## config.mk

```make
export PLATFORM = sky130hd
export DESIGN_NAME = tab_stop_expander_unit
export DESIGN_NICKNAME = d
export VERILOG_FILES = /design/src/rtl/tse_pkg.sv /design/src/rtl/tse_cfg_regs.sv /design/src/rtl/tse_tab_dist.sv /design/src/rtl/tab_stop_expander_unit.sv
export SDC_FILE = /design/constraint.sdc
export NUM_CORES = 1
export LEC_CHECK = 0
export ABC_AREA = 0
export CAP_MARGIN = 10
export CELL_PAD_IN_SITES_DETAIL_PLACEMENT = 0
export CELL_PAD_IN_SITES_GLOBAL_PLACEMENT = 1
export CORE_MARGIN = 2
export CORE_UTILIZATION = 35
export DETAILED_ROUTE_END_ITERATION = 8
export DONT_BUFFER_PORTS = 1
export PLACE_DENSITY_LB_ADDON = 0.1
export SETUP_SLACK_MARGIN = 0.3
export SYNTH_ARGS = -nofsm -noshare
export SYNTH_HDL_FRONTEND = slang
export SYNTH_SLANG_ARGS = --single-unit
export TNS_END_PERCENT = 30
```

## constraint.sdc

```tcl
create_clock -name clk -period 12.8 [get_ports clk]
set_input_delay 1.28 -clock clk [delete_from_list [all_inputs] [get_ports clk]]
set_output_delay 1.28 -clock clk [all_outputs]
set_load 0.02 [all_outputs]
```

## src/rtl/tse_pkg.sv

```systemverilog
`timescale 1ns / 1ps

package tse_pkg;

	// Default sizes for the top-level parameters.
	localparam int DEF_MAX_STOPS = 8;
	localparam int DEF_TAB_WIDTH = 8;

	// Field and register widths.
	localparam int CHAR_W      = 8;
	localparam int COLUMN_W    = 8;
	localparam int COUNT_W     = 8;
	localparam int STOP_W      = 8;
	localparam int USED_W      = 4;
	localparam int CFG_DATA_W  = 64;
	localparam int CFG_INDEX_W = 1;

	// Character codes of interest.
	localparam logic [CHAR_W-1:0] CHAR_TAB     = 8'd9;
	localparam logic [CHAR_W-1:0] CHAR_NEWLINE = 8'd10;
	localparam logic [CHAR_W-1:0] CHAR_SPACE   = 8'd32;

	// Highest column that the tracker will report.
	localparam logic [COLUMN_W-1:0] COLUMN_MAX = 8'd255;

	// Configuration register indexes.
	typedef enum logic [CFG_INDEX_W-1:0] {
		REG_STOP_COLUMNS = 1'b0,
		REG_STOPS_IN_USE = 1'b1
	} cfg_reg_t;

endpackage

```

## src/rtl/tse_cfg_regs.sv

```systemverilog
`timescale 1ns / 1ps

module tse_cfg_regs #(
	parameter int MAX_STOPS = tse_pkg::DEF_MAX_STOPS
) (
	input  logic                                          clk,
	input  logic                                          arst_n,
	input  logic                                          cfg_write,
	input  logic [tse_pkg::CFG_INDEX_W-1:0]               cfg_index,
	input  logic [tse_pkg::CFG_DATA_W-1:0]                cfg_data,
	output logic [MAX_STOPS-1:0][tse_pkg::STOP_W-1:0]     stops,
	output logic [tse_pkg::USED_W-1:0]                    stops_used
);
	import tse_pkg::*;

	logic [MAX_STOPS-1:0][STOP_W-1:0] stops_q;
	logic [USED_W-1:0]                used_q;

	// Register file: only the stops that the block can use are kept.
	always_ff @(posedge clk or negedge arst_n) begin
		if (!arst_n) begin
			stops_q <= '0;
			used_q  <= '0;
		end else if (cfg_write) begin
			unique case (cfg_reg_t'(cfg_index))
				REG_STOP_COLUMNS: begin
					for (int k = 0; k < MAX_STOPS; k++) begin
						stops_q[k] <= cfg_data[STOP_W*k +: STOP_W];
					end
				end
				REG_STOPS_IN_USE: begin
					used_q <= cfg_data[USED_W-1:0];
				end
				default: begin
				end
			endcase
		end
	end

	assign stops      = stops_q;
	assign stops_used = used_q;

endmodule

```

## src/rtl/tse_tab_dist.sv

```systemverilog
`timescale 1ns / 1ps

module tse_tab_dist #(
	parameter int MAX_STOPS = tse_pkg::DEF_MAX_STOPS,
	parameter int TAB_WIDTH = tse_pkg::DEF_TAB_WIDTH
) (
	input  logic [tse_pkg::COLUMN_W-1:0]                  column,
	input  logic [MAX_STOPS-1:0][tse_pkg::STOP_W-1:0]     stops,
	input  logic [tse_pkg::USED_W-1:0]                    stops_used,
	output logic [tse_pkg::COUNT_W-1:0]                   distance
);
	import tse_pkg::*;

	// Reciprocal of the tab width, scaled by 2^16, rounded up. With an
	// 8-bit column and a width of at most 64 the quotient is exact.
	localparam int RECIP_SHIFT = 16;
	localparam int RECIP_W     = RECIP_SHIFT + 1;
	localparam int PROD_W      = RECIP_W + COLUMN_W;
	localparam int QUOT_W      = PROD_W - RECIP_SHIFT;
	localparam logic [RECIP_W-1:0] RECIP =
		RECIP_W'(((1 << RECIP_SHIFT) + TAB_WIDTH - 1) / TAB_WIDTH);
	localparam logic [COUNT_W-1:0] TAB_WIDTH_C = COUNT_W'(TAB_WIDTH);
	localparam logic [USED_W-1:0]  MAX_USED    = USED_W'(MAX_STOPS);

	logic [USED_W-1:0]  used_clamped;
	logic [PROD_W-1:0]  product;
	logic [QUOT_W-1:0]  quotient;
	logic [PROD_W-1:0]  multiple;
	logic [COLUMN_W-1:0] remainder;
	logic [COUNT_W-1:0] fixed_dist;
	logic               stop_hit;
	logic [COUNT_W-1:0] stop_dist;

	// A stop count beyond the number held is treated as all of them.
	assign used_clamped = (stops_used > MAX_USED) ? MAX_USED : stops_used;

	// Distance to the next multiple of the tab width.
	assign product    = PROD_W'(column) * PROD_W'(RECIP);
	assign quotient   = product[PROD_W-1:RECIP_SHIFT];
	assign multiple   = PROD_W'(quotient) * PROD_W'(TAB_WIDTH);
	assign remainder  = column - multiple[COLUMN_W-1:0];
	assign fixed_dist = TAB_WIDTH_C - COUNT_W'(remainder);

	// First valid stop in index order lying beyond the column. The scan runs
	// downwards so that the lowest matching index is the one kept.
	always_comb begin
		stop_hit  = 1'b0;
		stop_dist = '0;
		for (int k = MAX_STOPS - 1; k >= 0; k--) begin
			if ((USED_W'(k) < used_clamped) && (stops[k] > column)) begin
				stop_hit  = 1'b1;
				stop_dist = COUNT_W'(stops[k] - column);
			end
		end
	end

	assign distance = stop_hit ? stop_dist : fixed_dist;

endmodule

```

## src/rtl/tab_stop_expander_unit.sv

```systemverilog
`timescale 1ns / 1ps

// Tab stop expander: one byte goes in per request and one result comes out.
// Input channel: in_valid, in_stall and in_char. Output channel: out_valid,
// out_stall, out_char, repeat_count and column_after. A tab leaves as a
// space with the number of copies needed to reach the next tab stop; any
// other byte leaves unchanged with a count of one, and a newline returns
// the column to zero.
// Tab stops are loaded through cfg_write, cfg_index and cfg_data: index 0
// takes the packed stop columns, index 1 the number of stops in use. Write
// them only while no request is in flight.
// A request that is taken sits in the input register; from there the column
// update loads the result register and raises out_valid once the result
// register is free or being emptied. One request is accepted every cycle
// while in_stall is low; the column register is read and written in the
// same cycle, so the clock period is bounded by that single loop through
// the stop comparators.
// Reset clears the column, the configuration and both valid flags.
// When the receiver stalls, the result register holds and the input
// register fills; in_stall is raised only when both are occupied.
module tab_stop_expander_unit #(
	parameter int MAX_STOPS = tse_pkg::DEF_MAX_STOPS,
	parameter int TAB_WIDTH = tse_pkg::DEF_TAB_WIDTH
) (
	input  logic                              clk,
	input  logic                              arst_n,
	input  logic                              in_valid,
	output logic                              in_stall,
	input  logic [tse_pkg::CHAR_W-1:0]        in_char,
	output logic                              out_valid,
	input  logic                              out_stall,
	output logic [tse_pkg::CHAR_W-1:0]        out_char,
	output logic [tse_pkg::COUNT_W-1:0]       repeat_count,
	output logic [tse_pkg::COLUMN_W-1:0]      column_after,
	input  logic                              cfg_write,
	input  logic [tse_pkg::CFG_INDEX_W-1:0]   cfg_index,
	input  logic [tse_pkg::CFG_DATA_W-1:0]    cfg_data
);
	import tse_pkg::*;

	logic [MAX_STOPS-1:0][STOP_W-1:0] stops;
	logic [USED_W-1:0]                stops_used;

	logic                valid_s1;
	logic [CHAR_W-1:0]   char_s1;
	logic                valid_s2;
	logic [CHAR_W-1:0]   char_s2;
	logic [COUNT_W-1:0]  count_s2;
	logic [COLUMN_W-1:0] column_s2;
	logic [COLUMN_W-1:0] column_q;

	logic                advance;
	logic                in_take;
	logic [COUNT_W-1:0]  tab_dist;
	logic [CHAR_W-1:0]   char_next;
	logic [COUNT_W-1:0]  count_next;
	logic [COLUMN_W:0]   column_sum;
	logic [COLUMN_W-1:0] column_next;

	tse_cfg_regs #(
		.MAX_STOPS (MAX_STOPS)
	) u_cfg (
		.clk        (clk),
		.arst_n     (arst_n),
		.cfg_write  (cfg_write),
		.cfg_index  (cfg_index),
		.cfg_data   (cfg_data),
		.stops      (stops),
		.stops_used (stops_used)
	);

	tse_tab_dist #(
		.MAX_STOPS (MAX_STOPS),
		.TAB_WIDTH (TAB_WIDTH)
	) u_dist (
		.column     (column_q),
		.stops      (stops),
		.stops_used (stops_used),
		.distance   (tab_dist)
	);

	// Handshake: the held request moves on whenever the result register is
	// free or being emptied; a new request is taken then or while none is held.
	assign advance  = valid_s1 && (!valid_s2 || !out_stall);
	assign in_stall = valid_s1 && valid_s2 && out_stall;
	assign in_take  = in_valid && !in_stall;

	// Result of the held request against the current column.
	always_comb begin
		char_next  = char_s1;
		count_next = COUNT_W'(1);
		column_sum = {1'b0, column_q} + (COLUMN_W + 1)'(1);
		if (char_s1 == CHAR_TAB) begin
			char_next  = CHAR_SPACE;
			count_next = tab_dist;
			column_sum = {1'b0, column_q} + (COLUMN_W + 1)'(tab_dist);
		end else if (char_s1 == CHAR_NEWLINE) begin
			column_sum = '0;
		end
	end

	// The column saturates at its top value.
	assign column_next = column_sum[COLUMN_W] ? COLUMN_MAX : column_sum[COLUMN_W-1:0];

	// Input register.
	always_ff @(posedge clk or negedge arst_n) begin
		if (!arst_n) begin
			valid_s1 <= 1'b0;
		end else if (in_take) begin
			valid_s1 <= 1'b1;
		end else if (advance) begin
			valid_s1 <= 1'b0;
		end
	end

	always_ff @(posedge clk) begin
		if (in_take) begin
			char_s1 <= in_char;
		end
	end

	// Result register and column tracker.
	always_ff @(posedge clk or negedge arst_n) begin
		if (!arst_n) begin
			valid_s2 <= 1'b0;
			column_q <= '0;
		end else if (advance) begin
			valid_s2 <= 1'b1;
			column_q <= column_next;
		end else if (!out_stall) begin
			valid_s2 <= 1'b0;
		end
	end

	always_ff @(posedge clk) begin
		if (advance) begin
			char_s2   <= char_next;
			count_s2  <= count_next;
			column_s2 <= column_next;
		end
	end

	assign out_valid    = valid_s2;
	assign out_char     = char_s2;
	assign repeat_count = count_s2;
	assign column_after = column_s2;

	// The tracked column always matches the last result produced.
	a_column_tracks: assert property (@(posedge clk) disable iff (!arst_n)
		valid_s2 |-> (column_s2 == column_q))
		else $error("column register differs from last result");

	// A newline result restarts the line with a single copy.
	a_newline: assert property (@(posedge clk) disable iff (!arst_n)
		(valid_s2 && (char_s2 == CHAR_NEWLINE)) |->
			((column_s2 == '0) && (count_s2 == COUNT_W'(1))))
		else $error("newline result with wrong count or column");

	// Every result carries at least one copy.
	a_count_nonzero: assert property (@(posedge clk) disable iff (!arst_n)
		valid_s2 |-> (count_s2 != '0))
		else $error("zero repeat count");

	// The input side stalls only when both registers are full and blocked.
	a_stall_cause: assert property (@(posedge clk) disable iff (!arst_n)
		in_stall |-> (valid_s1 && valid_s2 && out_stall))
		else $error("input stalled without a full pipeline");

endmodule

```

==> results.py, run 1 <==
metrics = {
    "worst_setup_path": {
        "capture_point_of_the_worst_reg_to_reg_path": "column_q[1]",
        "worstSetupPathType": "reg -> reg",
        "setup.worst_path.start_class": "flop",
        "worst_setup_path_endpoint": "column_q[1]",
        "critPathLaunch": "column_q[0]",
        "endpoint_kind": "flop",
        "timing.critical_path.arrival_ns": 6.22,
        "worstPathRequired_ns": 13.05,
        "critical_path.reg2reg.startpoint": "column_q[0]",
        "rr_worst_depth": 19,
        "reg2reg_slack_ns": 6.83,
        "worstPathMaxFanout": 13,
    },
    "cts": {
        "insertion_delay_ns": 0.37,
        "cts_htree_levels": 3,
        "cts.reportedPaths.clkPinSlew_ns": 0.08,
        "cts.sinks": 110,
        "postCtsSetupBuffers": 0,
        "cts_hold_repair.buffers": 0,
        "cts-root-buf": "sky130_fd_sc_hd__clkbuf_16",
        "tritoncts.num_buffers": 9,
        "post_cts_resize_count": 0,
        "clk_path_buf_depth": 2,
        "cts_tree": "yes",
    },
    "synth": {
        "synth-adder-area-share_pct": 13.9,
        "ys.flop_type": "sky130_fd_sc_hd__dfrtp_1",
        "post_synthesis_compound_gate_area_fraction_pct": 20.1,
        "postSynthRegisterBits": 110,
        "netlist-cell-type-count": 82,
        "largest_family_of_logic_cells_by_synthesized_area": "compound AO/OA/AOI/OAI gates",
        "part_of_the_yosys_area_used_for_sequential_elements_pct": 36.3,
        "synth_edf_count": 32,
        "synth_xor_area_share_pct": 4.91,
        "post_synthesis_mux_area_share_pct": 9.79,
        "synth.avg_cell_area_um2": 10.4,
        "ys_async_sr_fraction_pct": 70.9,
        "netlist_instances": 775,
        "yosys_warnings": 0,
        "postSynthNetCount": 937,
        "post_synth_instance_area_mm2": 0.00802,
        "synth_simple_gate_area_share_pct": 12.1,
    },
    "global_route": {
        "grt_usage_pct": 19.4,
        "grt_start_max_net_pins": 79,
        "grt_pass1_wl_um": 36100,
        "grt_antenna_before_repair": 0,
        "overflow_left_after_global_routing": 0,
        "first_global_vias": 6335,
    },
    "detailed_routing": {
        "final_antenna_net_count": 0,
        "drt_pre_antenna_iters": 5,
        "drt-wirelength-per-cell_um": 21.5,
        "vias_per_cell": 5.77,
        "initialDrtViolationCount": 217,
        "routed_vias": 6115,
        "drc_errors": 0,
        "detail_route.wirelength_um": 22800,
    },
    "sta": {
        "drv_slew": 0,
        "final_sum_of_negative_setup_slack_ns": 0,
        "max_freq_ghz": 0.167,
        "rsz_0062_raised_after_global_routing": "no",
        "finalCritPeriodShare_pct": 46.7,
        "timing.hold.ws_ns": 0.451,
        "finalClockSkew_ns": 0.0105,
        "headroom_to_the_max_slew_limit_pct": 29.1,
        "timing.final.hold_violations": 0,
        "final_period_minus_worst_setup_slack_ns": 5.97,
        "final_setup_violations": 0,
        "timing.final.ws_setup_ns": 6.83,
        "tightestPinTransition_ns": 1.06,
    },
    "place": {
        "gpl.final_weighted_congestion": 0.930,
        "placed_insts": 1044,
        "port_buffers": 0,
        "post_dp_cell_area_mm2": 0.00834,
        "place_ws_ns": 6.90,
        "dp_hpwl_um": 17600,
    },
    "power": {
        "comb_power_share_pct": 66.1,
        "max-vdd-ir-drop_v": 0.0000855,
        "power_report.internal_total_uw": 1190,
        "switching_power_uw": 1120,
        "power_frac_seq_pct": 21.5,
        "static-leakage-power_uw": 0.00344,
        "clock_power_share_pct": 12.3,
        "swShare_pct": 48.6,
        "power.density_cell_area_mw_per_mm2": 268,
    },
    "floorplan": {
        "die-width_um": 155,
        "floorplan.core_area_mm2": 0.0226,
        "initial_core_util_pct": 35.5,
        "io_pins": 104,
        "placement_rows": 55,
        "fp.dieArea_mm2": 0.0242,
        "fp.dieH_um": 155,
    },
    "layout": {
        "finish.net_count": 932,
        "post-route-cell-area_mm2": 0.00864,
        "n_antenna_cell": 0,
        "share_of_layout_cells_above_drive_strength_1_pct": 13.9,
        "post_layout_instance_count_excluding_filler_cells": 1060,
        "syn_to_final_growth_pct": 7.67,
    },
    "job": {
        "max_cap_viols": 0,
    },
    "min_path": {
        "min_path_type": "reg -> reg",
        "min_path_cells": 0,
    },
    "outcome": {
        "outcome": "completed",
    },
}
## critical path, stage by stage, from the launching register on
cell                       delay, ns
sky130_fd_sc_hd__dfrtp_1        0.82
sky130_fd_sc_hd__ha_1           0.29
sky130_fd_sc_hd__inv_1          0.05
sky130_fd_sc_hd__fa_1           0.42
sky130_fd_sc_hd__a211oi_1       0.28
sky130_fd_sc_hd__o21ai_0        0.17
sky130_fd_sc_hd__o211a_1        0.39
sky130_fd_sc_hd__or4_4          0.59
sky130_fd_sc_hd__nor3_4         0.38
sky130_fd_sc_hd__a22oi_1        0.17
sky130_fd_sc_hd__ha_1           0.23
sky130_fd_sc_hd__fa_1           0.42
sky130_fd_sc_hd__a21o_1         0.18
sky130_fd_sc_hd__a21o_1         0.20
sky130_fd_sc_hd__a21oi_1        0.18
sky130_fd_sc_hd__o21ai_0        0.11
sky130_fd_sc_hd__a21oi_1        0.21
sky130_fd_sc_hd__o21ai_1        0.15
sky130_fd_sc_hd__a221o_1        0.34
sky130_fd_sc_hd__mux2_2         0.27
## worst min path at each step
stage               slack, ns          end       start
detailed placement       0.43  out_char[2]  char_s1[2]
floorplan                0.44    out_valid    valid_s1
CTS                      0.45  out_char[4]  char_s1[4]
global route             0.47  out_char[2]  char_s1[2]
finish                   0.45  out_char[2]  char_s1[2]
global placement         0.43  out_char[2]  char_s1[2]
## cells in the final DEF, fill, tap and decap left out, types with 5 or more instances in the layout
master                       n
sky130_fd_sc_hd__o21a_1     20
sky130_fd_sc_hd__and2_1      7
sky130_fd_sc_hd__o211ai_1    5
sky130_fd_sc_hd__inv_1      36
sky130_fd_sc_hd__nor2_1     42
sky130_fd_sc_hd__o21bai_1    9
sky130_fd_sc_hd__nor3_1     16
sky130_fd_sc_hd__fa_1        9
sky130_fd_sc_hd__o221ai_1    8
sky130_fd_sc_hd__and3_1      6
sky130_fd_sc_hd__nand4_1    12
sky130_fd_sc_hd__a211o_1     5
sky130_fd_sc_hd__nand2_1    31
sky130_fd_sc_hd__xor2_1     14
sky130_fd_sc_hd__o21ai_0    48
sky130_fd_sc_hd__dfrtp_1    78
sky130_fd_sc_hd__edfxtp_1   32
sky130_fd_sc_hd__nor2b_1     9
sky130_fd_sc_hd__mux2_2     67
sky130_fd_sc_hd__clkbuf_16   9
sky130_fd_sc_hd__a211oi_1   16
sky130_fd_sc_hd__a31oi_1     7
sky130_fd_sc_hd__nand2b_1   13
sky130_fd_sc_hd__xnor2_1    31
sky130_fd_sc_hd__a21o_1     16
sky130_fd_sc_hd__ha_1       75
sky130_fd_sc_hd__or3_1       6
sky130_fd_sc_hd__a21oi_1    41
sky130_fd_sc_hd__a221o_1     5
sky130_fd_sc_hd__nand3_1    15
## synthesized netlist by cell type (all sizes together) (3+ instances only)
library cell / n / area [µm²]
ha: 75 / 938
o2111ai: 4 / 35.0
nor3b: 3 / 22.5
o31ai: 3 / 22.5
o221ai: 8 / 70.1
dfrtp: 78 / 1950
inv: 36 / 135
and2: 7 / 43.8
and4: 3 / 26.3
nand2: 31 / 116
a211o: 5 / 43.8
xnor2: 31 / 272
a22oi: 4 / 35.0
nor2: 42 / 158
nand4: 12 / 75.1
nor3: 19 / 116
or4b: 3 / 30.0
a21oi: 42 / 214
o21a: 20 / 150
edfxtp: 32 / 961
a31oi: 8 / 56.3
or4: 3 / 26.3
nand2b: 13 / 81.3
fa: 9 / 180
mux2: 68 / 766
or3: 6 / 37.5
o22ai: 4 / 25.0
xor2: 14 / 123
o211ai: 5 / 37.5
a21boi: 3 / 22.5
a21o: 16 / 120
o21bai: 9 / 67.6
o21ai: 50 / 262
and3: 6 / 37.5
clkbuf: 13 / 48.8
nand3: 15 / 75.1
nor4: 3 / 18.8
buf: 6 / 42.5
o31a: 4 / 35.0
a211oi: 18 / 145
a221o: 5 / 50.1
nor2b: 10 / 62.6
## state kept, by name, summed over array words and instances (netlist names)
register,cells
u_cfg.stops_used,4
valid_s1,1
out_char,8
column_q,8
char_s1,8
repeat_count,8
column_after,8
out_valid,1
u_cfg.stops,64
## logic make-up after synthesis
logic type,after synthesis
compound gates,229
simple gates,182
flops,110
fa+ha+maj,84
mux,70
buf+inv,55
xor+xnor,45
## cell type report
class | count | area, µm²
Fill cell | 2295 | 13900
Multi-Input combinational cell | 610 | 4910
Sequential cell | 110 | 2910
Tap cell | 285 | 357
Clock buffer | 9 | 225
Inverter | 36 | 135
Clock inverter | 7 | 77.6
Timing Repair Buffer | 3 | 22.5
## power by group through the flow
| stage | logic (µW) | registers [µW] | clock network (µW) |
|---|---|---|---|
| after floorplan | 1130 | 481 | 0 |
| after global placement | 1510 | 506 | 0 |
| after detailed placement | 1510 | 507 | 0 |
| after CTS | 1520 | 500 | 295 |
| after global routing | 1690 | 508 | 310 |
| final | 1530 | 498 | 285 |
## layer usage
layer  vias up  global-route usage, %  routed length (µm)
li1       2939                      -                   -
met1      2999                   26.5               10800
met2       153                   31.9               10700
met3        24                   3.06                 862
met4         0                   5.59                 437
met5         -                      0                   0
## per-stage QoR
stage	power (µW)	utilization (%)
floorplan	1610	-
global placement	2020	36.9
detailed placement	2020	36.9
CTS	2320	38.3
global route	2510	38.3
finish	2310	38.3
(Power assumes the default switching activity.)
==> inputs of run 2 (changes only) <==
clock period = 4.9 ns   (was 12.8 ns; I/O delays follow)
==> results.py, run 2 (synthesis gave the netlist of run 1 again) <==
metrics = {
    "detailed_routing": {
        "initialDrtViolationCount": 278,
        "drt-wirelength-per-cell_um": 20.2,
        "detail_route.wirelength_um": 25000,
        "drc_errors": 0,
        "routed_vias": 6662,
        "drt_pre_antenna_iters": 5,
        "final_antenna_net_count": 0,
        "vias_per_cell": 5.38,
    },
    "sta": {
        "timing.final.hold_violations": 0,
        "rsz_0062_raised_after_global_routing": "yes",
        "max_freq_ghz": 0.207,
        "timing.final.ws_setup_ns": 0.0580,
        "tightestPinTransition_ns": 0.852,
        "final_period_minus_worst_setup_slack_ns": 4.84,
        "drv_slew": 0,
        "finalCritPeriodShare_pct": 98.8,
        "headroom_to_the_max_slew_limit_pct": 42.9,
        "final_setup_violations": 0,
        "finalClockSkew_ns": 0.0117,
    },
    "place": {
        "dp_hpwl_um": 20000,
        "post_dp_cell_area_mm2": 0.00966,
        "place_ws_ns": -0.116,
        "port_buffers": 0,
        "gpl.final_weighted_congestion": 0.898,
    },
    "global_route": {
        "overflow_left_after_global_routing": 0,
        "grt_usage_pct": 21.1,
        "grt_start_max_net_pins": 79,
        "grt_pass1_wl_um": 38900,
        "first_global_vias": 7084,
        "grt_antenna_before_repair": 0,
    },
    "worst_setup_path": {
        "timing.critical_path.arrival_ns": 4.98,
        "worstPathMaxFanout": 4,
        "setup.worst_path.start_class": "flop",
        "worstPathRequired_ns": 5.04,
        "rr_worst_depth": 20,
        "cp_num_buf_inv": 3,
        "critical-path-slowest-cell": "sky130_fd_sc_hd__or4_4",
        "worstSetupPathType": "reg -> reg",
        "family_of_cells_with_the_greatest_summed_delay_on_the_critical_path": "compound AO/OA/AOI/OAI gates",
        "cpPeakStageDelay_ns": 0.56,
        "crit_cells": 20,
        "timing.critical_path.cells": "clkinvlp_4 -> buf_12 -> fa_2 -> a211oi_2 -> o21bai_2 -> o221a_4 -> or4_4 -> nor3_4 -> a21o_1 -> a21oi_2 -> nor2_2 -> ha_1 -> a21o_1 -> a21oi_2 -> nor2b_1 -> o21a_1 -> o41a_1 -> xnor2_1 -> o221ai_1 -> buf_4",
        "endpoint_kind": "flop",
    },
    "job": {
        "max_cap_viols": 0,
    },
    "layout": {
        "final.fill_count": 2210,
        "post-route-cell-area_mm2": 0.0103,
        "finish.net_count": 1110,
        "most_common_cell_after_layout_fill_and_taps_aside": "sky130_fd_sc_hd__buf_4",
        "share_of_layout_cells_above_drive_strength_1_pct": 34.6,
        "layout_common_cells": "167 x sky130_fd_sc_hd__buf_4, 76 x sky130_fd_sc_hd__dfrtp_1, 69 x sky130_fd_sc_hd__ha_1",
        "largest_register_ff_count": 64,
        "syn_to_final_growth_pct": 29.0,
        "n_antenna_cell": 0,
    },
    "cts": {
        "clk_path_buf_depth": 2,
        "cts.sinks": 110,
        "cts.reportedPaths.clkPinSlew_ns": 0.09,
        "insertion_delay_ns": 0.37,
        "cts_htree_levels": 3,
        "cts_tree": "yes",
        "cts-root-buf": "sky130_fd_sc_hd__clkbuf_16",
        "tritoncts.num_buffers": 9,
    },
    "floorplan": {
        "fp.dieH_um": 155,
        "die-width_um": 155,
        "io_pins": 104,
        "initial_core_util_pct": 35.5,
        "fp.dieArea_mm2": 0.0242,
        "placement_rows": 55,
        "floorplan.core_area_mm2": 0.0226,
    },
    "min_path": {
        "min_path_type": "in -> async",
    },
    "power": {
        "power.density_cell_area_mw_per_mm2": 756,
        "max-vdd-ir-drop_v": 0.000222,
        "static-leakage-power_uw": 0.00441,
    },
    "outcome": {
        "outcome": "completed",
    },
}
## run 2: routing by layer
layer | vias up | global-route usage [%] | wire length (µm)
met4 | 0 | 6.29 | 586
met5 | - | 0 | 0
li1 | 3285 | - | -
met3 | 28 | 3.04 | 789
met2 | 125 | 35.9 | 11900
met1 | 3224 | 27.9 | 11700
## run 2: final timing paths
kind,start,to,slack (ns)
setup / recovery,column_q[1],column_after[7],0.06
hold / removal,arst_n,u_cfg.stops[44],0.02
setup reg to reg,column_q[1],column_after[7],0.06
hold reg to reg,char_s1[2],out_char[2],0.45
max in group asynchronous,arst_n,column_q[1],4.55
min in group clk,in_char[7],char_s1[7],0.21
## run 2: stage by stage
step | util [%] | power, µW | setup TNS, ns | cells | hold WS [ns]
global route | 45.9 | 8400 | -1.00 | 1238 | 0.0441
CTS | 45.2 | 7690 | 0 | 1232 | 0.0246
detailed placement | 42.8 | 6550 | -0.536 | 1202 | 0.197
floorplan | - | 4240 | 0 | 775 | 0.194
global placement | 42.8 | 6520 | -0.0450 | 1202 | 0.196
finish | 45.9 | 7820 | 0 | 1238 | 0.0210
## run 2: layout make-up
| type | count | area, µm² | area share, % |
|---|---|---|---|
| inverter | 36 | 139 | 1.34 |
| clock inverter | 7 | 81.3 | 0.786 |
| clock buffer | 9 | 225 | 2.18 |
| sequential | 110 | 2920 | 28.2 |
| tap | 285 | 357 | 3.45 |
| multi-input combinational | 610 | 5130 | 49.6 |
| timing repair buffer | 181 | 1500 | 14.5 |
## run 2: worst register-to-register path, cell delays in order (launching register included)
cell and delay [ns]:
sky130_fd_sc_hd__dfrtp_2 0.40, sky130_fd_sc_hd__clkinvlp_4 0.17, sky130_fd_sc_hd__buf_12 0.18, sky130_fd_sc_hd__fa_2 0.36, sky130_fd_sc_hd__a211oi_2 0.29, sky130_fd_sc_hd__o21bai_2 0.12, sky130_fd_sc_hd__o221a_4 0.24, sky130_fd_sc_hd__or4_4 0.56
sky130_fd_sc_hd__nor3_4 0.26, sky130_fd_sc_hd__a21o_1 0.13, sky130_fd_sc_hd__a21oi_2 0.05, sky130_fd_sc_hd__nor2_2 0.19, sky130_fd_sc_hd__ha_1 0.26, sky130_fd_sc_hd__a21o_1 0.17, sky130_fd_sc_hd__a21oi_2 0.15, sky130_fd_sc_hd__nor2b_1 0.06
sky130_fd_sc_hd__o21a_1 0.18, sky130_fd_sc_hd__o41a_1 0.34, sky130_fd_sc_hd__xnor2_1 0.16, sky130_fd_sc_hd__o221ai_1 0.16, sky130_fd_sc_hd__buf_4 0.19
## run 2: what timing repair did
item | in CTS | in global routing
endpoints found under the setup margin | 16 | 16
hold endpoints to repair | 78 | 0
hold buffers | 1 | 0
gates resized for setup | 32 | 22
pin swaps | 21 | 23
setup buffers | 13 | 6
## run 2: report_power, final
group	switching [µW]	leakage (µW)	internal, µW
combinational	2860	0.00302	2950
clock	398	0.000150	368
sequential	143	0.00123	1110
==> inputs of run 3 (changes only) <==
SYNTH_HIERARCHICAL = 1   (was default)
==> results.py, run 3 <==
metrics = {
    "detailed_routing": {
        "drt-wirelength-per-cell_um": 21.1,
        "routed_vias": 6578,
        "vias_per_cell": 5.45,
        "dr_wl_met3_um": 1090,
        "topRoutingLayerUsed": "met4",
        "detail_route.wirelength_um": 25500,
        "wl_met1_um": 11800,
        "drt_pre_antenna_iters": 5,
        "final_antenna_net_count": 0,
        "drc_errors": 0,
        "initialDrtViolationCount": 398,
        "wl_met2_um": 12100,
    },
    "layout": {
        "most_common_cell_after_layout_fill_and_taps_aside": "sky130_fd_sc_hd__buf_4",
        "n_antenna_cell": 0,
        "regArea_mm2": 0.00292,
        "largest_register_ff_count": 64,
        "syn_to_final_growth_pct": 19.2,
        "final.fill_count": 2307,
        "share_of_layout_cells_above_drive_strength_1_pct": 29.8,
        "post_layout_instance_count_excluding_filler_cells": 1206,
        "layout_common_cells": "89 x sky130_fd_sc_hd__buf_4, 76 x sky130_fd_sc_hd__dfrtp_1, 70 x sky130_fd_sc_hd__ha_1",
        "finish.net_count": 1044,
        "combined_area_of_the_multi_input_logic_cells_mm2": 0.00545,
    },
    "sta": {
        "timing.final.hold_violations": 0,
        "finalCritPeriodShare_pct": 91.1,
        "rsz_0062_raised_after_global_routing": "yes",
        "max_freq_ghz": 0.224,
        "timing.final.ws_setup_ns": 0.436,
        "final_setup_violations": 0,
        "final_sum_of_negative_setup_slack_ns": 0,
        "drv_slew": 0,
        "finalClockSkew_ns": 0.00806,
        "final_period_minus_worst_setup_slack_ns": 4.46,
        "tightestPinTransition_ns": 0.594,
        "headroom_to_the_max_slew_limit_pct": 60.4,
    },
    "worst_setup_path": {
        "rr_worst_depth": 17,
        "timing.critical_path.arrival_ns": 4.58,
        "worstPathRequired_ns": 5.01,
        "endpoint_kind": "flop",
        "worstSetupPathType": "reg -> reg",
        "critical_path.reg2reg.startpoint": "column_q[1]",
        "reg2reg_slack_ns": 0.44,
        "worstPathMaxFanout": 5,
        "setup.worst_path.start_class": "flop",
        "capture_point_of_the_worst_reg_to_reg_path": "column_after[6]",
    },
    "cts": {
        "tritoncts.num_buffers": 9,
        "cts.reportedPaths.clkPinSlew_ns": 0.09,
        "insertion_delay_ns": 0.36,
        "cts-root-buf": "sky130_fd_sc_hd__clkbuf_16",
        "cts_tree": "yes",
        "cts_htree_levels": 3,
        "clk_path_buf_depth": 2,
        "cts.sinks": 110,
    },
    "global_route": {
        "grt_antenna_before_repair": 0,
        "grt_start_max_net_pins": 79,
        "grt_pass1_wl_um": 38600,
        "grt_usage_pct": 19.7,
        "first_global_vias": 6708,
        "overflow_left_after_global_routing": 0,
    },
    "synth": {
        "yosys.area.top_type_share_pct": 23.2,
        "yosys-top-cells-count": "78 x sky130_fd_sc_hd__dfrtp_1, 75 x sky130_fd_sc_hd__ha_1, 60 x sky130_fd_sc_hd__mux2_4",
        "part_of_the_yosys_area_used_for_sequential_elements_pct": 34.6,
        "synth_edf_count": 32,
        "post_synth_instance_area_mm2": 0.00841,
        "largest_cells_by_area_after_synthesis": "sky130_fd_sc_hd__dfrtp_1 23%, sky130_fd_sc_hd__edfxtp_1 11%, sky130_fd_sc_hd__ha_1 11%",
        "ys_async_sr_fraction_pct": 70.9,
        "netlist.top_cell.by_area": "sky130_fd_sc_hd__dfrtp_1",
        "synth.avg_cell_area_um2": 10.6,
        "netlist_instances": 791,
        "postSynthRegisterBits": 110,
        "synthMostInstantiatedCell": "sky130_fd_sc_hd__dfrtp_1",
        "yosys_warnings": 6,
        "ys.flop_type": "sky130_fd_sc_hd__dfrtp_1",
        "postSynthNetCount": 953,
        "netlist-cell-type-count": 80,
    },
    "outcome": {
        "outcome": "completed",
    },
    "floorplan": {
        "io_pins": 104,
        "placement_rows": 56,
        "fp.dieArea_mm2": 0.0253,
        "die-width_um": 159,
        "floorplan.core_area_mm2": 0.0235,
        "fp.dieH_um": 159,
        "initial_core_util_pct": 35.7,
    },
    "power": {
        "max-vdd-ir-drop_v": 0.000398,
        "power.density_cell_area_mw_per_mm2": 768,
        "static-leakage-power_uw": 0.00423,
    },
    "place": {
        "placed_insts": 1177,
        "place_ws_ns": 0.200,
        "port_buffers": 0,
        "gpl.final_weighted_congestion": 0.881,
        "dp_hpwl_um": 19600,
    },
    "min_path": {
        "min_path_type": "in -> async",
    },
    "job": {
        "max_cap_viols": 0,
    },
}
[run 3: routing by layer]
layer	vias to the layer above	global-route usage (%)
met3	26	3.20
met5	-	0
li1	3175	-
met1	3208	26.9
met4	0	5.12
met2	169	32.6
[run 3: worst max-delay path, stage by stage (launching register included)]
cell and delay [ns]:
sky130_fd_sc_hd__dfrtp_2 0.39, sky130_fd_sc_hd__clkinvlp_4 0.24, sky130_fd_sc_hd__buf_4 0.23, sky130_fd_sc_hd__fa_1 0.43
sky130_fd_sc_hd__nand3_1 0.12, sky130_fd_sc_hd__a21oi_1 0.07, sky130_fd_sc_hd__o221a_2 0.29, sky130_fd_sc_hd__and2_1 0.22
sky130_fd_sc_hd__a2111oi_4 0.37, sky130_fd_sc_hd__a221o_1 0.17, sky130_fd_sc_hd__a211oi_1 0.08, sky130_fd_sc_hd__o22a_1 0.22
sky130_fd_sc_hd__fa_2 0.40, sky130_fd_sc_hd__a21o_1 0.20, sky130_fd_sc_hd__and3_4 0.18, sky130_fd_sc_hd__or3_1 0.35
sky130_fd_sc_hd__a21boi_2 0.16, sky130_fd_sc_hd__o32ai_1 0.10
[run 3: worst max path at each step]
stage	cells after the start	startpoint	slack, ns	end
3_5_place_dp	16	column_q[7]	0.20	column_after[6]
4_1_cts	18	column_q[0]	0.28	column_after[6]
3_3_place_gp	16	column_q[7]	0.22	column_after[6]
5_1_grt	17	column_q[0]	0.26	column_after[5]
6_report	17	column_q[1]	0.44	column_after[6]
2_1_floorplan	17	column_q[0]	0.38	column_after[6]
[run 3: logic make-up after synthesis]
family	synth area share [%]
buffers and inverters	3.88
and+or+nand+nor	13.8
DFF	34.6
muxes	12.2
AOI/OAI and AO/OA	18.3
xor gates and xnor gates	3.96
adders and majority gates	13.3
[run 3: through the flow]
step / area (µm²) / utilization (%) / hold slack (ns) / total power (µW)
2_1_floorplan: 8410 / - / 0.194 / 4470
3_3_place_gp: 9320 / 39.6 / 0.197 / 6420
3_5_place_dp: 9320 / 39.6 / 0.198 / 6430
4_1_cts: 9650 / 41.0 / 0.0211 / 7270
5_1_grt: 10000 / 42.6 / 0.0382 / 8270
6_report: 10000 / 42.6 / 0.0124 / 7700
[run 3: area by class of cell]
type | count | area share (%)
inverter | 37 | 1.42
multi-input combinational | 625 | 54.4
tap | 319 | 3.98
timing repair buffer | 99 | 8.38
sequential | 110 | 29.1
clock buffer | 10 | 2.28
clock inverter | 6 | 0.462
[run 3: where the power goes]
group	leakage, µW	switching (µW)	internal, µW
registers	0.00122	159	1110
clock network	0.000132	382	352
logic	0.00288	2980	2710
total	0.00423	3520	4180
[run 3: what timing repair did]
item                       in CTS  in global routing
setup buffers                   0                 10
setup endpoints to repair      10                 16
gates resized for setup         8                 65
hold buffers                    1                  0
hold endpoints to repair       78                  0
cloned                          0                  2
pin swaps                       0                 15
